<file path="config.mk">
export PLATFORM = sky130hd
export DESIGN_NAME = hid_boot_keyboard_translator_flat
export DESIGN_NICKNAME = d
export VERILOG_FILES = /design/src/sv/hbk_pkg.sv /design/src/sv/hbk_if.sv /design/src/sv/hbk_lane.sv /design/src/sv/hid_boot_keyboard_translator.sv /design/src/flat_wrapper.sv
export SDC_FILE = /design/constraint.sdc
export NUM_CORES = 2
export LEC_CHECK = 0
export ABC_AREA = 1
export BUFFER_PORTS_ARGS = -buffer_cell sky130_fd_sc_hd__buf_2
export CAP_MARGIN = 20
export CORE_MARGIN = 5
export CORE_UTILIZATION = 40
export CTS_CLUSTER_DIAMETER = 80
export DETAILED_ROUTE_END_ITERATION = 8
export HOLD_SLACK_MARGIN = 0.08
export PLACE_DENSITY = 0.58
export SYNTH_ARGS = -nofsm -noshare
export SYNTH_HDL_FRONTEND = slang
export SYNTH_SLANG_ARGS = --single-unit
</file>
<file path="constraint.sdc">
create_clock -name clock -period 7.5 [get_ports clock]
set_input_delay 1.5 -clock clock [delete_from_list [all_inputs] [get_ports clock]]
set_output_delay 1.5 -clock clock [all_outputs]
set_load 0.03 [all_outputs]
</file>
<file path="src/sv/hbk_pkg.sv">
// ----------------------------------------------------------------------------
// hbk_pkg
// Types, code tables and lookup functions of the boot keyboard translator.
// ----------------------------------------------------------------------------
`default_nettype none

package hbk_pkg;

   localparam logic [7:0] SHIFT_MASK = 8'h22;
   localparam logic [7:0] CTRL_MASK  = 8'h11;
   localparam logic [7:0] MOD_BASE   = 8'hE0;
   localparam logic [7:0] USE_CAPS   = 8'h39;
   localparam logic [7:0] USE_ERROR  = 8'h01;
   localparam logic [7:0] USE_RIGHT  = 8'h4F;
   localparam logic [7:0] USE_LEFT   = 8'h50;
   localparam logic [7:0] USE_DOWN   = 8'h51;
   localparam logic [7:0] USE_UP     = 8'h52;
   localparam logic [7:0] USE_HOME   = 8'h4A;
   localparam logic [7:0] USE_END    = 8'h4D;
   localparam logic [7:0] USE_PGUP   = 8'h4B;
   localparam logic [7:0] USE_PGDN   = 8'h4E;
   localparam logic [7:0] USE_DEL    = 8'h4C;
   localparam logic [7:0] USE_BSLASH = 8'h64;
   localparam logic [7:0] CHR_ESC    = 8'h1B;
   localparam logic [7:0] CHR_BRACK  = 8'h5B;
   localparam logic [7:0] CHR_TILDE  = 8'h7E;
   localparam int         MAX_RESULTS = 44;

   localparam logic KIND_KEY  = 1'b0;
   localparam logic KIND_CHAR = 1'b1;

   localparam logic CMD_REPORT = 1'b0;
   localparam logic CMD_TICK   = 1'b1;

   localparam logic CSR_DELAY    = 1'b0;
   localparam logic CSR_INTERVAL = 1'b1;

   localparam logic [6:0] SCAN_ROM [0:82] = '{
      7'h00,7'h00,7'h00,7'h00,
      7'h1E,7'h30,7'h2E,7'h20,7'h12,7'h21,7'h22,7'h23,
      7'h17,7'h24,7'h25,7'h26,7'h32,7'h31,7'h18,7'h19,
      7'h10,7'h13,7'h1F,7'h14,7'h16,7'h2F,7'h11,7'h2D,
      7'h15,7'h2C,7'h02,7'h03,7'h04,7'h05,7'h06,7'h07,
      7'h08,7'h09,7'h0A,7'h0B,7'h1C,7'h01,7'h0E,7'h0F,
      7'h39,7'h0C,7'h0D,7'h1A,7'h1B,7'h2B,7'h00,7'h27,
      7'h28,7'h29,7'h33,7'h34,7'h35,7'h3A,7'h3B,7'h3C,
      7'h3D,7'h3E,7'h3F,7'h40,7'h41,7'h42,7'h43,7'h44,
      7'h57,7'h58,7'h00,7'h00,7'h00,7'h52,7'h47,7'h49,
      7'h53,7'h4F,7'h51,7'h4D,7'h4B,7'h50,7'h48
   };

   localparam logic [6:0] EXT_ROM [0:7] = '{
      7'h1D,7'h2A,7'h38,7'h5B,7'h1D,7'h36,7'h38,7'h5C
   };

   localparam logic [7:0] LOWER_ROM [0:26] = '{
      8'h31,8'h32,8'h33,8'h34,8'h35,8'h36,8'h37,8'h38,8'h39,8'h30,
      8'h0A,8'h1B,8'h08,8'h09,8'h20,8'h2D,8'h3D,8'h5B,8'h5D,8'h5C,
      8'h00,8'h3B,8'h27,8'h60,8'h2C,8'h2E,8'h2F
   };

   localparam logic [7:0] UPPER_ROM [0:26] = '{
      8'h21,8'h40,8'h23,8'h24,8'h25,8'h5E,8'h26,8'h2A,8'h28,8'h29,
      8'h0A,8'h1B,8'h08,8'h09,8'h20,8'h5F,8'h2B,8'h7B,8'h7D,8'h7C,
      8'h00,8'h3A,8'h22,8'h7E,8'h3C,8'h3E,8'h3F
   };

   typedef struct packed {
      logic       ok;
      logic       ext;
      logic [6:0] code;
   } scan_type;

   typedef struct packed {
      logic [2:0]      n;
      logic [3:0][7:0] c;
   } chars_type;

   typedef struct packed {
      logic       kind;
      logic [6:0] scan_code;
      logic       extended;
      logic       pressed;
      logic [7:0] char_code;
      logic       last_result;
   } res_type;

   function automatic scan_type scan_lookup(input logic [7:0] usage);
      scan_type r;
      r = '0;
      if (usage inside {[8'hE0:8'hE7]}) begin
         r.ok = 1'b1;
         r.ext = 1'b1;
         r.code = EXT_ROM[usage[2:0]];
      end else if (usage < 8'h53 && SCAN_ROM[usage[6:0]] != 7'h00) begin
         r.ok = 1'b1;
         r.code = SCAN_ROM[usage[6:0]];
      end
      return r;
   endfunction

   function automatic chars_type char_lookup(input logic [7:0] usage,
                                             input logic [7:0] mods,
                                             input logic caps);
      chars_type  r;
      logic       shift;
      logic       ctrl;
      logic       letter;
      logic       up;
      logic [7:0] c;
      logic [7:0] ofs;
      shift = |(mods & SHIFT_MASK);
      ctrl = |(mods & CTRL_MASK);
      letter = usage inside {[8'h04:8'h1D]};
      up = letter ? (shift ^ caps) : shift;
      ofs = usage - 8'h1E;
      c = 8'h00;
      r.n = 3'd0;
      r.c[0] = CHR_ESC;
      r.c[1] = CHR_BRACK;
      r.c[2] = 8'h00;
      r.c[3] = 8'h00;
      case (usage)
         USE_RIGHT: begin r.c[2] = 8'h43; r.n = 3'd3; end
         USE_LEFT: begin r.c[2] = 8'h44; r.n = 3'd3; end
         USE_DOWN: begin r.c[2] = 8'h42; r.n = 3'd3; end
         USE_UP: begin r.c[2] = 8'h41; r.n = 3'd3; end
         USE_HOME: begin r.c[2] = 8'h48; r.n = 3'd3; end
         USE_END: begin r.c[2] = 8'h46; r.n = 3'd3; end
         USE_PGUP: begin r.c[2] = 8'h35; r.c[3] = CHR_TILDE; r.n = 3'd4; end
         USE_PGDN: begin r.c[2] = 8'h36; r.c[3] = CHR_TILDE; r.n = 3'd4; end
         USE_DEL: begin r.c[2] = 8'h33; r.c[3] = CHR_TILDE; r.n = 3'd4; end
         default: begin
            if (usage == USE_BSLASH) begin
               c = up ? 8'h7C : 8'h5C;
            end else if (letter) begin
               c = (up ? 8'h41 : 8'h61) + (usage - 8'h04);
            end else if (usage inside {[8'h1E:8'h38]}) begin
               c = up ? UPPER_ROM[ofs[4:0]] : LOWER_ROM[ofs[4:0]];
            end
            if (c != 8'h00) begin
               if (ctrl && letter) begin
                  c = usage - 8'h03;
               end
               r.c[0] = c;
               r.n = 3'd1;
            end
         end
      endcase
      return r;
   endfunction

endpackage

`default_nettype wire

</file>
<file path="src/sv/hbk_if.sv">
// ----------------------------------------------------------------------------
// hbk_if
// Channel interfaces of the boot keyboard translator.
// ----------------------------------------------------------------------------
`default_nettype none

interface hbk_req_if;
   logic        valid;
   logic        ready;
   logic        cmd;
   logic [47:0] time_now;
   logic [7:0]  modifier_byte;
   logic [7:0]  key_0;
   logic [7:0]  key_1;
   logic [7:0]  key_2;
   logic [7:0]  key_3;
   logic [7:0]  key_4;
   logic [7:0]  key_5;
   modport source(output valid, cmd, time_now, modifier_byte, key_0, key_1, key_2,
                  key_3, key_4, key_5, input ready);
   modport sink(input valid, cmd, time_now, modifier_byte, key_0, key_1, key_2,
                key_3, key_4, key_5, output ready);
endinterface

interface hbk_rsp_if;
   logic       valid;
   logic       ready;
   logic       kind;
   logic [6:0] scan_code;
   logic       extended;
   logic       pressed;
   logic [7:0] char_code;
   logic       last_result;
   modport source(output valid, kind, scan_code, extended, pressed, char_code,
                  last_result, input ready);
   modport sink(input valid, kind, scan_code, extended, pressed, char_code,
                last_result, output ready);
endinterface

interface hbk_csr_if;
   logic        valid;
   logic        ready;
   logic        index;
   logic [23:0] data;
   modport source(output valid, index, data, input ready);
   modport sink(input valid, index, data, output ready);
endinterface

`default_nettype wire

</file>
<file path="src/sv/hbk_lane.sv">
// ----------------------------------------------------------------------------
// hbk_lane
// Compares one key usage against a list of usages and flags a match.
// ----------------------------------------------------------------------------
`default_nettype none

module hbk_lane #(
   parameter int N = 6
) (
   input  wire logic [7:0]     usage,
   input  wire logic [N*8-1:0] list,
   output logic                hit
);

   always_comb begin
      hit = 1'b0;
      for (int j = 0; j < N; j++) begin
         if (list[j*8 +: 8] == usage) begin
            hit = 1'b1;
         end
      end
   end

endmodule

`default_nettype wire

</file>
<file path="src/sv/hid_boot_keyboard_translator.sv">
// ----------------------------------------------------------------------------
// hid_boot_keyboard_translator
// Turns boot keyboard reports into key events and terminal characters and
// repeats the characters of held keys on repeat ticks.
//
//   Channel  Dir  Carries
//   req_if   in   report or repeat tick with timestamp
//   rsp_if   out  key event or character, last_result on final one
//   csr_if   in   repeat_delay / repeat_interval writes
//
// A report steps through the modifier bits, the key slots with new keys and
// their characters, a step that frees held entries of released keys and the
// previous key slots; a tick steps through the held entries and the characters
// of due ones. Both end in a final step. Compare lanes check all slots at once.
// Reset is synchronous and clears the previous report and held-key usages but
// not the held-key times. Output stalls hold the sequencer; a new item is taken
// once the previous one is done.
// ----------------------------------------------------------------------------
`default_nettype none

module hid_boot_keyboard_translator import hbk_pkg::*; #(
   parameter int REPORT_KEYS  = 6,
   parameter int HELD_ENTRIES = 6
) (
   input  wire logic  clock,
   input  wire logic  reset,
   hbk_req_if.sink    req_if,
   hbk_rsp_if.source  rsp_if,
   hbk_csr_if.sink    csr_if
);

   localparam int KEY_W  = (REPORT_KEYS > 1) ? $clog2(REPORT_KEYS) : 1;
   localparam int HELD_W = (HELD_ENTRIES > 1) ? $clog2(HELD_ENTRIES) : 1;

   localparam logic [2:0] S_IDLE = 3'd0;
   localparam logic [2:0] S_MOD  = 3'd1;
   localparam logic [2:0] S_KEY  = 3'd2;
   localparam logic [2:0] S_FREE = 3'd3;
   localparam logic [2:0] S_REL  = 3'd4;
   localparam logic [2:0] S_TICK = 3'd5;
   localparam logic [2:0] S_FIN  = 3'd6;

   logic [2:0]  state_ff, state_in;
   logic [3:0]  idx_ff, idx_in;
   logic [2:0]  sub_ff, sub_in;
   logic [5:0]  count_ff;
   logic        cmd_ff;
   logic [47:0] now_ff;
   logic [7:0]  mods_ff;
   logic [7:0]  keys_ff [REPORT_KEYS];
   logic [7:0]  prev_keys_ff [REPORT_KEYS];
   logic [7:0]  prev_mods_ff;
   logic [7:0]  held_usage_ff [HELD_ENTRIES];
   logic [47:0] held_time_ff [HELD_ENTRIES];
   logic        caps_ff;
   logic [23:0] delay_ff;
   logic [23:0] interval_ff;
   res_type     pend_ff;
   logic        pend_valid_ff;
   res_type     out_ff, out_in;
   logic        out_valid_ff;

   logic [7:0]  req_keys [6];
   logic [REPORT_KEYS*8-1:0]  keys_flat;
   logic [REPORT_KEYS*8-1:0]  prev_flat;
   logic [REPORT_KEYS-1:0]    hit_prev;
   logic [REPORT_KEYS-1:0]    hit_rel;
   logic [HELD_ENTRIES-1:0]   hit_held;

   logic [KEY_W-1:0]  ki;
   logic [HELD_W-1:0] hi;
   logic [7:0]        cur_usage;
   logic [7:0]        cur_mods;
   scan_type          sc;
   chars_type         ch;
   logic              free_found;
   logic [HELD_W-1:0] free_idx;
   logic [47:0]       sched_a;
   logic [47:0]       sched_b;
   logic [47:0]       sched_time;
   logic [6:0]        need;

   logic        accept;
   logic        out_free;
   logic        gen_ok;
   logic        gen_fire;
   logic        move;
   logic        gen_valid;
   res_type     gen_res;
   logic        caps_toggle;
   logic        ins_en;
   logic        sched_en;
   logic        free_en;
   logic        key_last;
   logic        held_last;

   assign req_keys[0] = req_if.key_0;
   assign req_keys[1] = req_if.key_1;
   assign req_keys[2] = req_if.key_2;
   assign req_keys[3] = req_if.key_3;
   assign req_keys[4] = req_if.key_4;
   assign req_keys[5] = req_if.key_5;

   always_comb begin
      for (int i = 0; i < REPORT_KEYS; i++) begin
         keys_flat[i*8 +: 8] = keys_ff[i];
         prev_flat[i*8 +: 8] = prev_keys_ff[i];
      end
   end

   for (genvar i = 0; i < REPORT_KEYS; i++) begin : g_key_lane
      hbk_lane #(.N(REPORT_KEYS)) u_new (
         .usage(keys_ff[i]), .list(prev_flat), .hit(hit_prev[i]));
      hbk_lane #(.N(REPORT_KEYS)) u_rel (
         .usage(prev_keys_ff[i]), .list(keys_flat), .hit(hit_rel[i]));
   end

   for (genvar k = 0; k < HELD_ENTRIES; k++) begin : g_held_lane
      hbk_lane #(.N(REPORT_KEYS)) u_held (
         .usage(held_usage_ff[k]), .list(keys_flat), .hit(hit_held[k]));
   end

   assign ki = idx_ff[KEY_W-1:0];
   assign hi = idx_ff[HELD_W-1:0];
   assign key_last = (idx_ff == 4'(REPORT_KEYS - 1));
   assign held_last = (idx_ff == 4'(HELD_ENTRIES - 1));

   always_comb begin
      case (state_ff)
         S_KEY: cur_usage = keys_ff[ki];
         S_REL: cur_usage = prev_keys_ff[ki];
         S_TICK: cur_usage = held_usage_ff[hi];
         S_MOD: cur_usage = MOD_BASE + {5'd0, idx_ff[2:0]};
         default: cur_usage = 8'h00;
      endcase
      cur_mods = (state_ff == S_TICK) ? prev_mods_ff : mods_ff;
   end

   assign sc = scan_lookup(cur_usage);
   assign ch = char_lookup(cur_usage, cur_mods, caps_ff);
   assign need = 7'(count_ff) + 7'(ch.n);

   always_comb begin
      free_found = 1'b0;
      free_idx = '0;
      for (int k = HELD_ENTRIES - 1; k >= 0; k--) begin
         if (held_usage_ff[k] == 8'h00) begin
            free_found = 1'b1;
            free_idx = HELD_W'(k);
         end
      end
   end

   assign sched_a = held_time_ff[hi] + {24'd0, interval_ff};
   assign sched_b = now_ff + {24'd0, interval_ff};
   assign sched_time = (sched_a < now_ff) ? sched_b : sched_a;

   assign accept = req_if.valid && req_if.ready;
   assign out_free = !out_valid_ff || rsp_if.ready;
   assign gen_ok = !pend_valid_ff || out_free;
   assign gen_fire = gen_valid && gen_ok;
   assign move = pend_valid_ff && out_free && (gen_fire || state_ff == S_FIN);

   always_comb begin
      out_in = pend_ff;
      out_in.last_result = (state_ff == S_FIN);
   end

   always_comb begin
      state_in = state_ff;
      idx_in = idx_ff;
      sub_in = sub_ff;
      gen_valid = 1'b0;
      gen_res = '0;
      caps_toggle = 1'b0;
      ins_en = 1'b0;
      sched_en = 1'b0;
      free_en = 1'b0;
      case (state_ff)
         S_IDLE: begin
            if (accept) begin
               state_in = (req_if.cmd == CMD_TICK) ? S_TICK : S_MOD;
               idx_in = '0;
               sub_in = '0;
            end
         end
         S_MOD: begin
            if (mods_ff[idx_ff[2:0]] != prev_mods_ff[idx_ff[2:0]]) begin
               gen_valid = 1'b1;
               gen_res.kind = KIND_KEY;
               gen_res.scan_code = sc.code;
               gen_res.extended = sc.ext;
               gen_res.pressed = mods_ff[idx_ff[2:0]];
            end
            if (!gen_valid || gen_ok) begin
               if (idx_ff == 4'd7) begin
                  state_in = S_KEY;
                  idx_in = '0;
               end else begin
                  idx_in = idx_ff + 4'd1;
               end
            end
         end
         S_KEY: begin
            if (sub_ff == 3'd0) begin
               if (cur_usage == 8'h00 || cur_usage == USE_ERROR || hit_prev[ki]) begin
                  if (key_last) begin
                     state_in = S_FREE;
                  end else begin
                     idx_in = idx_ff + 4'd1;
                  end
               end else begin
                  gen_valid = sc.ok;
                  gen_res.kind = KIND_KEY;
                  gen_res.scan_code = sc.code;
                  gen_res.extended = sc.ext;
                  gen_res.pressed = 1'b1;
                  if (!gen_valid || gen_ok) begin
                     sub_in = 3'd1;
                  end
               end
            end else if (sub_ff - 3'd1 < ch.n) begin
               gen_valid = 1'b1;
               gen_res.kind = KIND_CHAR;
               gen_res.char_code = ch.c[2'(sub_ff - 3'd1)];
               if (gen_ok) begin
                  sub_in = sub_ff + 3'd1;
               end
            end else begin
               caps_toggle = (cur_usage == USE_CAPS);
               ins_en = free_found;
               sub_in = '0;
               if (key_last) begin
                  state_in = S_FREE;
               end else begin
                  idx_in = idx_ff + 4'd1;
               end
            end
         end
         S_FREE: begin
            free_en = 1'b1;
            state_in = S_REL;
            idx_in = '0;
         end
         S_REL: begin
            if (cur_usage != 8'h00 && cur_usage != USE_ERROR && !hit_rel[ki]) begin
               gen_valid = sc.ok;
               gen_res.kind = KIND_KEY;
               gen_res.scan_code = sc.code;
               gen_res.extended = sc.ext;
               gen_res.pressed = 1'b0;
            end
            if (!gen_valid || gen_ok) begin
               if (key_last) begin
                  state_in = S_FIN;
               end else begin
                  idx_in = idx_ff + 4'd1;
               end
            end
         end
         S_TICK: begin
            if (sub_ff == 3'd0) begin
               if (cur_usage != 8'h00 && now_ff >= held_time_ff[hi]
                   && need <= 7'(MAX_RESULTS)) begin
                  sub_in = 3'd1;
               end else if (held_last) begin
                  state_in = S_FIN;
               end else begin
                  idx_in = idx_ff + 4'd1;
               end
            end else if (sub_ff - 3'd1 < ch.n) begin
               gen_valid = 1'b1;
               gen_res.kind = KIND_CHAR;
               gen_res.char_code = ch.c[2'(sub_ff - 3'd1)];
               if (gen_ok) begin
                  sub_in = sub_ff + 3'd1;
               end
            end else begin
               caps_toggle = (cur_usage == USE_CAPS);
               sched_en = 1'b1;
               sub_in = '0;
               if (held_last) begin
                  state_in = S_FIN;
               end else begin
                  idx_in = idx_ff + 4'd1;
               end
            end
         end
         S_FIN: begin
            if (!pend_valid_ff || move) begin
               state_in = S_IDLE;
            end
         end
         default: state_in = S_IDLE;
      endcase
   end

   assign req_if.ready = (state_ff == S_IDLE);
   assign csr_if.ready = 1'b1;

   always_ff @(posedge clock) begin
      if (reset) begin
         state_ff <= S_IDLE;
         idx_ff <= '0;
         sub_ff <= '0;
         count_ff <= '0;
         caps_ff <= 1'b0;
         prev_mods_ff <= '0;
         delay_ff <= 24'd500000;
         interval_ff <= 24'd33000;
         pend_valid_ff <= 1'b0;
         out_valid_ff <= 1'b0;
         for (int i = 0; i < REPORT_KEYS; i++) begin
            prev_keys_ff[i] <= '0;
         end
         for (int k = 0; k < HELD_ENTRIES; k++) begin
            held_usage_ff[k] <= '0;
         end
      end else begin
         state_ff <= state_in;
         idx_ff <= idx_in;
         sub_ff <= sub_in;
         if (csr_if.valid) begin
            if (csr_if.index == CSR_DELAY) begin
               delay_ff <= csr_if.data;
            end else begin
               interval_ff <= csr_if.data;
            end
         end
         if (accept) begin
            count_ff <= '0;
         end else if (gen_fire) begin
            count_ff <= count_ff + 6'd1;
         end
         if (caps_toggle) begin
            caps_ff <= !caps_ff;
         end
         if (ins_en) begin
            held_usage_ff[free_idx] <= cur_usage;
         end
         if (free_en) begin
            for (int k = 0; k < HELD_ENTRIES; k++) begin
               if (!hit_held[k]) begin
                  held_usage_ff[k] <= '0;
               end
            end
         end
         if (state_ff == S_FIN && cmd_ff == CMD_REPORT) begin
            prev_mods_ff <= mods_ff;
            for (int i = 0; i < REPORT_KEYS; i++) begin
               prev_keys_ff[i] <= keys_ff[i];
            end
         end
         if (gen_fire) begin
            pend_valid_ff <= 1'b1;
         end else if (move) begin
            pend_valid_ff <= 1'b0;
         end
         if (move) begin
            out_valid_ff <= 1'b1;
         end else if (rsp_if.ready) begin
            out_valid_ff <= 1'b0;
         end
      end
   end

   always_ff @(posedge clock) begin
      if (accept) begin
         cmd_ff <= req_if.cmd;
         now_ff <= req_if.time_now;
         mods_ff <= req_if.modifier_byte;
         for (int i = 0; i < REPORT_KEYS; i++) begin
            keys_ff[i] <= req_keys[i];
         end
      end
      if (ins_en) begin
         held_time_ff[free_idx] <= now_ff + {24'd0, delay_ff};
      end
      if (sched_en) begin
         held_time_ff[hi] <= sched_time;
      end
      if (gen_fire) begin
         pend_ff <= gen_res;
      end
      if (move) begin
         out_ff <= out_in;
      end
   end

   assign rsp_if.valid = out_valid_ff;
   assign rsp_if.kind = out_ff.kind;
   assign rsp_if.scan_code = out_ff.scan_code;
   assign rsp_if.extended = out_ff.extended;
   assign rsp_if.pressed = out_ff.pressed;
   assign rsp_if.char_code = out_ff.char_code;
   assign rsp_if.last_result = out_ff.last_result;

endmodule

`default_nettype wire

</file>
<file path="src/flat_wrapper.sv">
// flat-port wrapper written by rule: the top's interface ports become plain ports
module hid_boot_keyboard_translator_flat import hbk_pkg::*;
#(
   parameter int REPORT_KEYS  = 6,
   parameter int HELD_ENTRIES = 6
)
  (clock, reset, req_if_valid, req_if_cmd, req_if_time_now, req_if_modifier_byte, req_if_key_0, req_if_key_1, req_if_key_2, req_if_key_3, req_if_key_4, req_if_key_5, req_if_ready, rsp_if_valid, rsp_if_kind, rsp_if_scan_code, rsp_if_extended, rsp_if_pressed, rsp_if_char_code, rsp_if_last_result, rsp_if_ready, csr_if_valid, csr_if_index, csr_if_data, csr_if_ready);
  hbk_req_if req_if_i ();
  hbk_rsp_if rsp_if_i ();
  hbk_csr_if csr_if_i ();
  input  wire logic clock;
  input  wire logic reset;
  input wire logic [$bits(req_if_i.valid)-1:0] req_if_valid;
  input wire logic [$bits(req_if_i.cmd)-1:0] req_if_cmd;
  input wire logic [$bits(req_if_i.time_now)-1:0] req_if_time_now;
  input wire logic [$bits(req_if_i.modifier_byte)-1:0] req_if_modifier_byte;
  input wire logic [$bits(req_if_i.key_0)-1:0] req_if_key_0;
  input wire logic [$bits(req_if_i.key_1)-1:0] req_if_key_1;
  input wire logic [$bits(req_if_i.key_2)-1:0] req_if_key_2;
  input wire logic [$bits(req_if_i.key_3)-1:0] req_if_key_3;
  input wire logic [$bits(req_if_i.key_4)-1:0] req_if_key_4;
  input wire logic [$bits(req_if_i.key_5)-1:0] req_if_key_5;
  output wire logic [$bits(req_if_i.ready)-1:0] req_if_ready;
  output wire logic [$bits(rsp_if_i.valid)-1:0] rsp_if_valid;
  output wire logic [$bits(rsp_if_i.kind)-1:0] rsp_if_kind;
  output wire logic [$bits(rsp_if_i.scan_code)-1:0] rsp_if_scan_code;
  output wire logic [$bits(rsp_if_i.extended)-1:0] rsp_if_extended;
  output wire logic [$bits(rsp_if_i.pressed)-1:0] rsp_if_pressed;
  output wire logic [$bits(rsp_if_i.char_code)-1:0] rsp_if_char_code;
  output wire logic [$bits(rsp_if_i.last_result)-1:0] rsp_if_last_result;
  input wire logic [$bits(rsp_if_i.ready)-1:0] rsp_if_ready;
  input wire logic [$bits(csr_if_i.valid)-1:0] csr_if_valid;
  input wire logic [$bits(csr_if_i.index)-1:0] csr_if_index;
  input wire logic [$bits(csr_if_i.data)-1:0] csr_if_data;
  output wire logic [$bits(csr_if_i.ready)-1:0] csr_if_ready;
  assign req_if_i.valid = req_if_valid;
  assign req_if_i.cmd = req_if_cmd;
  assign req_if_i.time_now = req_if_time_now;
  assign req_if_i.modifier_byte = req_if_modifier_byte;
  assign req_if_i.key_0 = req_if_key_0;
  assign req_if_i.key_1 = req_if_key_1;
  assign req_if_i.key_2 = req_if_key_2;
  assign req_if_i.key_3 = req_if_key_3;
  assign req_if_i.key_4 = req_if_key_4;
  assign req_if_i.key_5 = req_if_key_5;
  assign req_if_ready = req_if_i.ready;
  assign rsp_if_valid = rsp_if_i.valid;
  assign rsp_if_kind = rsp_if_i.kind;
  assign rsp_if_scan_code = rsp_if_i.scan_code;
  assign rsp_if_extended = rsp_if_i.extended;
  assign rsp_if_pressed = rsp_if_i.pressed;
  assign rsp_if_char_code = rsp_if_i.char_code;
  assign rsp_if_last_result = rsp_if_i.last_result;
  assign rsp_if_i.ready = rsp_if_ready;
  assign csr_if_i.valid = csr_if_valid;
  assign csr_if_i.index = csr_if_index;
  assign csr_if_i.data = csr_if_data;
  assign csr_if_ready = csr_if_i.ready;
  hid_boot_keyboard_translator #(.REPORT_KEYS(REPORT_KEYS), .HELD_ENTRIES(HELD_ENTRIES)) u_core (.clock(clock), .reset(reset), .req_if(req_if_i), .rsp_if(rsp_if_i), .csr_if(csr_if_i));
endmodule
</file>
* Word level (Yosys, flattened, before mapping)
Memory sizes are Yosys's and may differ from the RTL's. A register that Yosys moved wholly into a read port is not among the register bits. Cells that the tools add are included.
Word-level totals: RAM bits 432, bits in registers 169, output and inout bits 22, bits in latches 0, ROM bits 1464, word-level logic and storage cells 573, memories 8, input port bits 135
Cells by class: add/subtract/negate cells 13, $mul 0, bitwise logic cells 20, shift operators 0, magnitude comparators 16, reductions and logical operators 61, div/mod/pow operators 0, mux-type cells 289, equal/unequal tests 142
Memories:
- (name not given) | depth 128, width 7, read ports 1, clocked after memory_dff 0, wr ports 0, RTL line hbk_pkg.sv:95 | end else if (usage < 8'h53 && SCAN_ROM[usage[6:0]] != 7'h00) begin
- u_core.held_time_ff | depth 6, width 48, read ports 1, clocked after memory_dff 1, wr ports 1, RTL line hid_boot_keyboard_translator.sv:54 | logic [47:0] held_time_ff [HELD_ENTRIES];
- (name not given) | depth 32, width 8, read ports 1, clocked after memory_dff 0, wr ports 0, RTL line hbk_pkg.sv:139 | c = up ? UPPER_ROM[ofs[4:0]] : LOWER_ROM[ofs[4:0]];
- (name not given) | depth 32, width 8, read ports 1, clocked after memory_dff 0, wr ports 0, RTL line hbk_pkg.sv:139
- (name not given) | depth 8, width 7, read ports 1, clocked after memory_dff 0, wr ports 0, RTL line hbk_pkg.sv:94 | r.code = EXT_ROM[usage[2:0]];
- u_core.held_usage_ff | depth 6, width 8, read ports 7, clocked after memory_dff 1, wr ports 6, RTL line hid_boot_keyboard_translator.sv:53 | logic [7:0] held_usage_ff [HELD_ENTRIES];
- +2 memories
Operator list (count):
- $eq A8 B8 Y1 | 108
- $mux W8 | 26
- $mux W1 | 185
- $add A48 B24 Y48 | 3
- $mux W3 | 38
- $mux W48 | 2
- $eq A8 B7 Y1 const B | 10
- $pmux W7 S9 | 1
- $logic_not A8 Y1 | 7
- $mux W7 | 7
- $ge A48 B48 Y1 | 1
- $lt A48 B48 Y1 | 1
- $reduce_or A48 Y1 | 1
- $mux W4 | 10
- $mux W9 | 4
- $pmux W8 S4 | 1
- $pmux W9 S3 | 1
- $pmux W4 S6 | 1
- $pmux W3 S7 | 1
- $mux W6 | 3
- $ne A3 B3 Y1 const B | 6
- $bmux W8 S2 | 1
- $ge A8 B8 Y1 const B | 2
- $reduce_bool A8 Y1 | 2
- other kinds (60) | 119

* Depth between registers and ports, before layout
depth after elaboration 25, mapped depth 54, gate-level depth less buffers 50

* Cells and area by module
From an unflattened synthesis, not the netlist that was laid out.
Unflattened totals: cell total of the unflattened synthesis 6590, area total of the unflattened synthesis 49810.3 µm²
By module, submodules not included:
- hid_boot_keyboard_translator | instances 1, area an instance 35846.9 µm², cells an instance 4034, seq. area each 17837.1 µm²
- hbk_lane | instances 18, area an instance 775.7 µm², cells an instance 142, seq. area each 0.0 µm²

* Worst setup path before layout
OpenSTA, ideal clock, no wires.
path type reg2reg, start register with a tool-made name, end memory u_core.held_time_ff[0][47], data pin, cell stages (with the launch flop) 42, period minus slack after synthesis 7.498 ns, required time 7.267 ns, arrival 7.265 ns, buffers on the path 9, slack 0.002 ns, library setup time 0.233 ns, cells stage by stage dfxtp_1 -> buf_4 -> inv_4 -> buf_2 -> buf_2 -> buf_1 -> buf_1 -> clkbuf_1 -> clkbuf_1 -> clkbuf_1 -> nand2_1 -> a32o_1 -> o22ai_1 -> ha_1 -> fa_1 -> nand3_1 -> nand2_1 -> a21oi_1 -> [6 not listed] -> o21ai_0 -> nand2_1 -> nand2_1 -> nand2_1 -> nor2_2 -> nand2_1 -> nor2_1 -> xor2_1 -> ha_1 -> nand2_1 -> nor3_1 -> nor4b_1 -> a221oi_1 -> nand2_1 -> clkinv_1 -> clkbuf_1 -> mux2i_1 -> o21ai_0
RTL lines (RTL line):
- end, declared | hid_boot_keyboard_translator.sv:54

==> impl_metrics.tcl <==
set metrics [dict create \
    run_status "finished clean" \
    initial_core_util_pct 40.3 \
    p_per_area_mw_per_mm2 319 \
    synth_top_area_share_pct 37.8 \
    post-dp-hpwl_um 120000 \
    startpoint_type "flop" \
    swShare_pct 44.3 \
    antenna_found_initial 7 \
    critical_path_arrival_ps 7520 \
    synth.top_cells.by_area "edfxtp_1, nand2_1, ha_1, xor2_1, inv_1" \
    netlist_instances 5412 \
    port_buffers 155 \
    postPlaceCellArea_mm2 0.0457 \
    endpoint_kind "flop" \
    cts_sinks 620 \
    grt_first_pass_wirelength_um 246000 \
    worstMarginPinSlew_ps 1170 \
    drive_gt1_share_pct 10.8 \
    yosysMostFrequentCell "nand2_1" \
    fp.coreArea_mm2 0.107 \
    crit_slowest_cell "a21boi_0" \
    holdCritPathClass "reg2reg" \
    worstPathRequired_ps 7910 \
    ys.flop_type "edfxtp_1" \
    crit_fanout 12 \
    vdd_drop_max_mv 0.192 \
    htreeDepth 3 \
    finClkSkew_ps 52.0 \
    synth-seq-cells 620 \
    grt_max_degree 114 \
    maxCapViolations 0 \
    wl_um 171000 \
    cts_tree "done" \
    netlist_area_mm2 0.0430 \
    whs_path_depth 0 \
    root_buffer "clkbuf_16" \
    relSlewSlack_pct 21.5 \
    reg2reg_depth 32 \
    ys_seq_area_share_pct 41.5 \
    p_switching_mw 6.88 \
    drc 0 \
    fmax_ghz 0.141 \
    path_buf_inv 4 \
    place_congestion 1.07 \
    synth_area_per_cell_um2 7.95 \
    routedWlPerCell_um 24.5 \
    grt_use_total_pct 28.8 \
    drtIter0Drc 5341 \
    grt_setup_unrepaired "false" \
    ys_warn_count 0 \
    post-route-period-util_pct 94.8 \
    area_growth_pct 13.1 \
    finalSetupViolations 0 \
    clock_latency_ps 690 \
    crit_family "compound AO/OA/AOI/OAI gates" \
    synth-edff-count 542 \
    clock_power_share_pct 24.5 \
    synth_cell_type_count 66 \
    period_minus_slack_ps 7110 \
    fin_nets 5871 \
    dieWidth_um 338 \
    clk_pin_slew_ps 60 \
    synthArstFlopShare_pct 0 \
    min_to "u_core.rsp_if.scan_code[1]$_DFFE_PP_" \
    cts_buffers 77 \
    drv_slew 0 \
    dieArea_mm2 0.114 \
    cpMostUsedCell "nand2_1" \
    via_count 40700 \
    cts_buffer_depth 3 \
    cts.hold.buffers_added 0 \
    max_stage_delay_ps 510 \
    via_per_inst 5.82 \
    first_pass_iters 8 \
    rrSetupSlack_ps 390 \
    grt-ovfl-total 0 \
    leakage_nw 20.3 \
    setup-tns-final_ps 0 \
    grt_pass1_vias 37200 \
    pwr-share-comb_pct 44.8 \
    reg2reg_to "u_core.held_time_ff[4][11]$_DFFE_PP_" \
    hold_viol 0 \
    p_seq_share_pct 30.6 \
    post-synth-top-area-cell "edfxtp_1" \
    num_rows 120 \
    pin_count 157 \
    hold_start "u_core.out_in[12]$_DFFE_PP_" \
    internal_power_mw 8.66 \
    synth_common_cells "nand2_1, edfxtp_1, inv_1" \
    path_class "reg2reg" \
    die_h_um 338 \
    fin_area_mm2 0.0487 \
    detail-route-antenna-nets 0 \
]
cells by family (layout without fill, tap and decap cells):
family | after synthesis | after routing | synth area share (%)
DFF | 620 | 620 | 41.5
xor gates and xnor gates | 371 | 371 | 7.55
and+or+nand+nor | 2512 | 2512 | 25.1
muxes | 1 | 1 | 0.0233
buffers and inverters | 815 | 975 | 7.66
adders and majority gates | 213 | 213 | 6.26
AOI/OAI and AO/OA | 878 | 878 | 12.0
other | 2 | 21 | 0.0175
how the worst max path moves through the flow:
stage	startpoint	end	slack, ps	cells past startpoint
CTS	flop	u_core.held_time_ff[5][33]$_DFFE_PP_	4	34
detailed placement	flop	u_core.held_time_ff[0][47]$_DFFE_PP_	-150	35
global placement	flop	u_core.held_time_ff[3][47]$_DFFE_PP_	160	35
global route	flop	u_core.held_time_ff[3][11]$_DFFE_PP_	2	33
finish	flop	u_core.held_time_ff[4][11]$_DFFE_PP_	390	32
floorplan	flop	u_core.held_time_ff[0][47]$_DFFE_PP_	2	41
placed cells by master, fill, tap and decap left out, types with 10 or more instances in the layout:
master and count:
clkbuf_16 81, buf_4 160, nand2_2 14, clkbuf_1 13, dfxtp_1 75, edfxtp_1 542
o2111ai_1 10, a32o_1 47, nand2_1 1458, nor2_1 408, o21ai_0 261, nor2_4 16
o22ai_1 32, a211oi_1 14, a31oi_1 10, nor3_1 56, o21ai_1 53, o211ai_1 28
o221ai_1 14, buf_2 156, clkinv_2 11, inv_1 447, nand3_1 236, a21oi_1 316
a21boi_0 10, ha_1 208, inv_2 31, nand4_1 176, clkinv_1 24, nor2_2 24
nor4_1 91, xnor2_1 154, xor2_1 217, conb_1 17
flip-flops by register name, summed over array words and instances, names as in the netlist, named ones only:
register,count
u_core.prev_keys_ff,48
u_core.held_time_ff,288
u_core.rsp_if.char_code,8
u_core.rsp_if.kind,1
u_core.rsp_if.scan_code,7
u_core.rsp_if.valid,1
u_core.caps_ff,1
u_core.idx_ff,4
u_core.state_ff,3
u_core.out_in,18
u_core.count_ff,6
u_core.held_usage_ff,64
u_core.rsp_if.extended,1
u_core.rsp_if.last_result,1
u_core.delay_ff,24
u_core.keys_ff,48
u_core.interval_ff,24
u_core.pend_valid_ff,1
u_core.rsp_if.pressed,1
u_core.cmd_ff,1
u_core.mods_ff,8
u_core.sub_ff,3
u_core.now_ff,48
u_core.prev_mods_ff,8
metal layers:
| metal | wire (um) | track usage (%) | up-vias |
|---|---|---|---|
| li1 | - | - | 18600 |
| met5 | 93 | 0.553 | - |
| met4 | 7390 | 11.1 | 4 |
| met1 | 73300 | 41.5 | 19200 |
| met2 | 69000 | 40.9 | 2496 |
| met3 | 21200 | 7.86 | 474 |
power groups by stage:
| stage | clock network, mW | logic (mW) | registers [mW] |
|---|---|---|---|
| after detailed placement | 0 | 6.61 | 4.80 |
| final | 3.81 | 6.97 | 4.76 |
| after global routing | 4.04 | 7.47 | 4.78 |
| after CTS | 3.88 | 6.65 | 4.74 |
| after floorplan | 0 | 4.35 | 4.60 |
| after global placement | 0 | 6.58 | 4.81 |
what timing repair did:
action	CTS	global route
gates cloned	0	3
resized for setup	3	53
setup buffers	0	1
endpoints found under the setup margin	117	291
worst reg2reg max path: cells and delay by family (launching register included):
family          cells  cell delay [ps]
simple gates       14             1910
flops               1              490
fa+ha+maj           2              560
compound gates     11             2970
xor+xnor            1              260
buf+inv             4              660
stage by stage:
step	power, mW	util, %	worst slack, ps	instances	hold slack [ps]
2_1_floorplan	8.96	-	2.48	5427	400
3_3_place_gp	11.4	42.8	155	6842	403
3_5_place_dp	11.4	42.8	-145	6843	405
4_1_cts	15.3	45.2	4.21	6986	417
5_1_grt	16.3	45.5	1.74	6990	422
6_report	15.5	45.5	389	6994	415
final cells by class:
class | instances | area [um^2]
fillers | 10700 | 58200
multi-input cells | 3992 | 22200
flip-flops and latches | 620 | 17800
repair buffers | 336 | 2370
clock buffers | 94 | 2040
inverters | 496 | 1870
well taps | 1403 | 1760
clock inverters | 49 | 582
diodes | 4 | 10.0
Power figures use the tool's default switching activity.
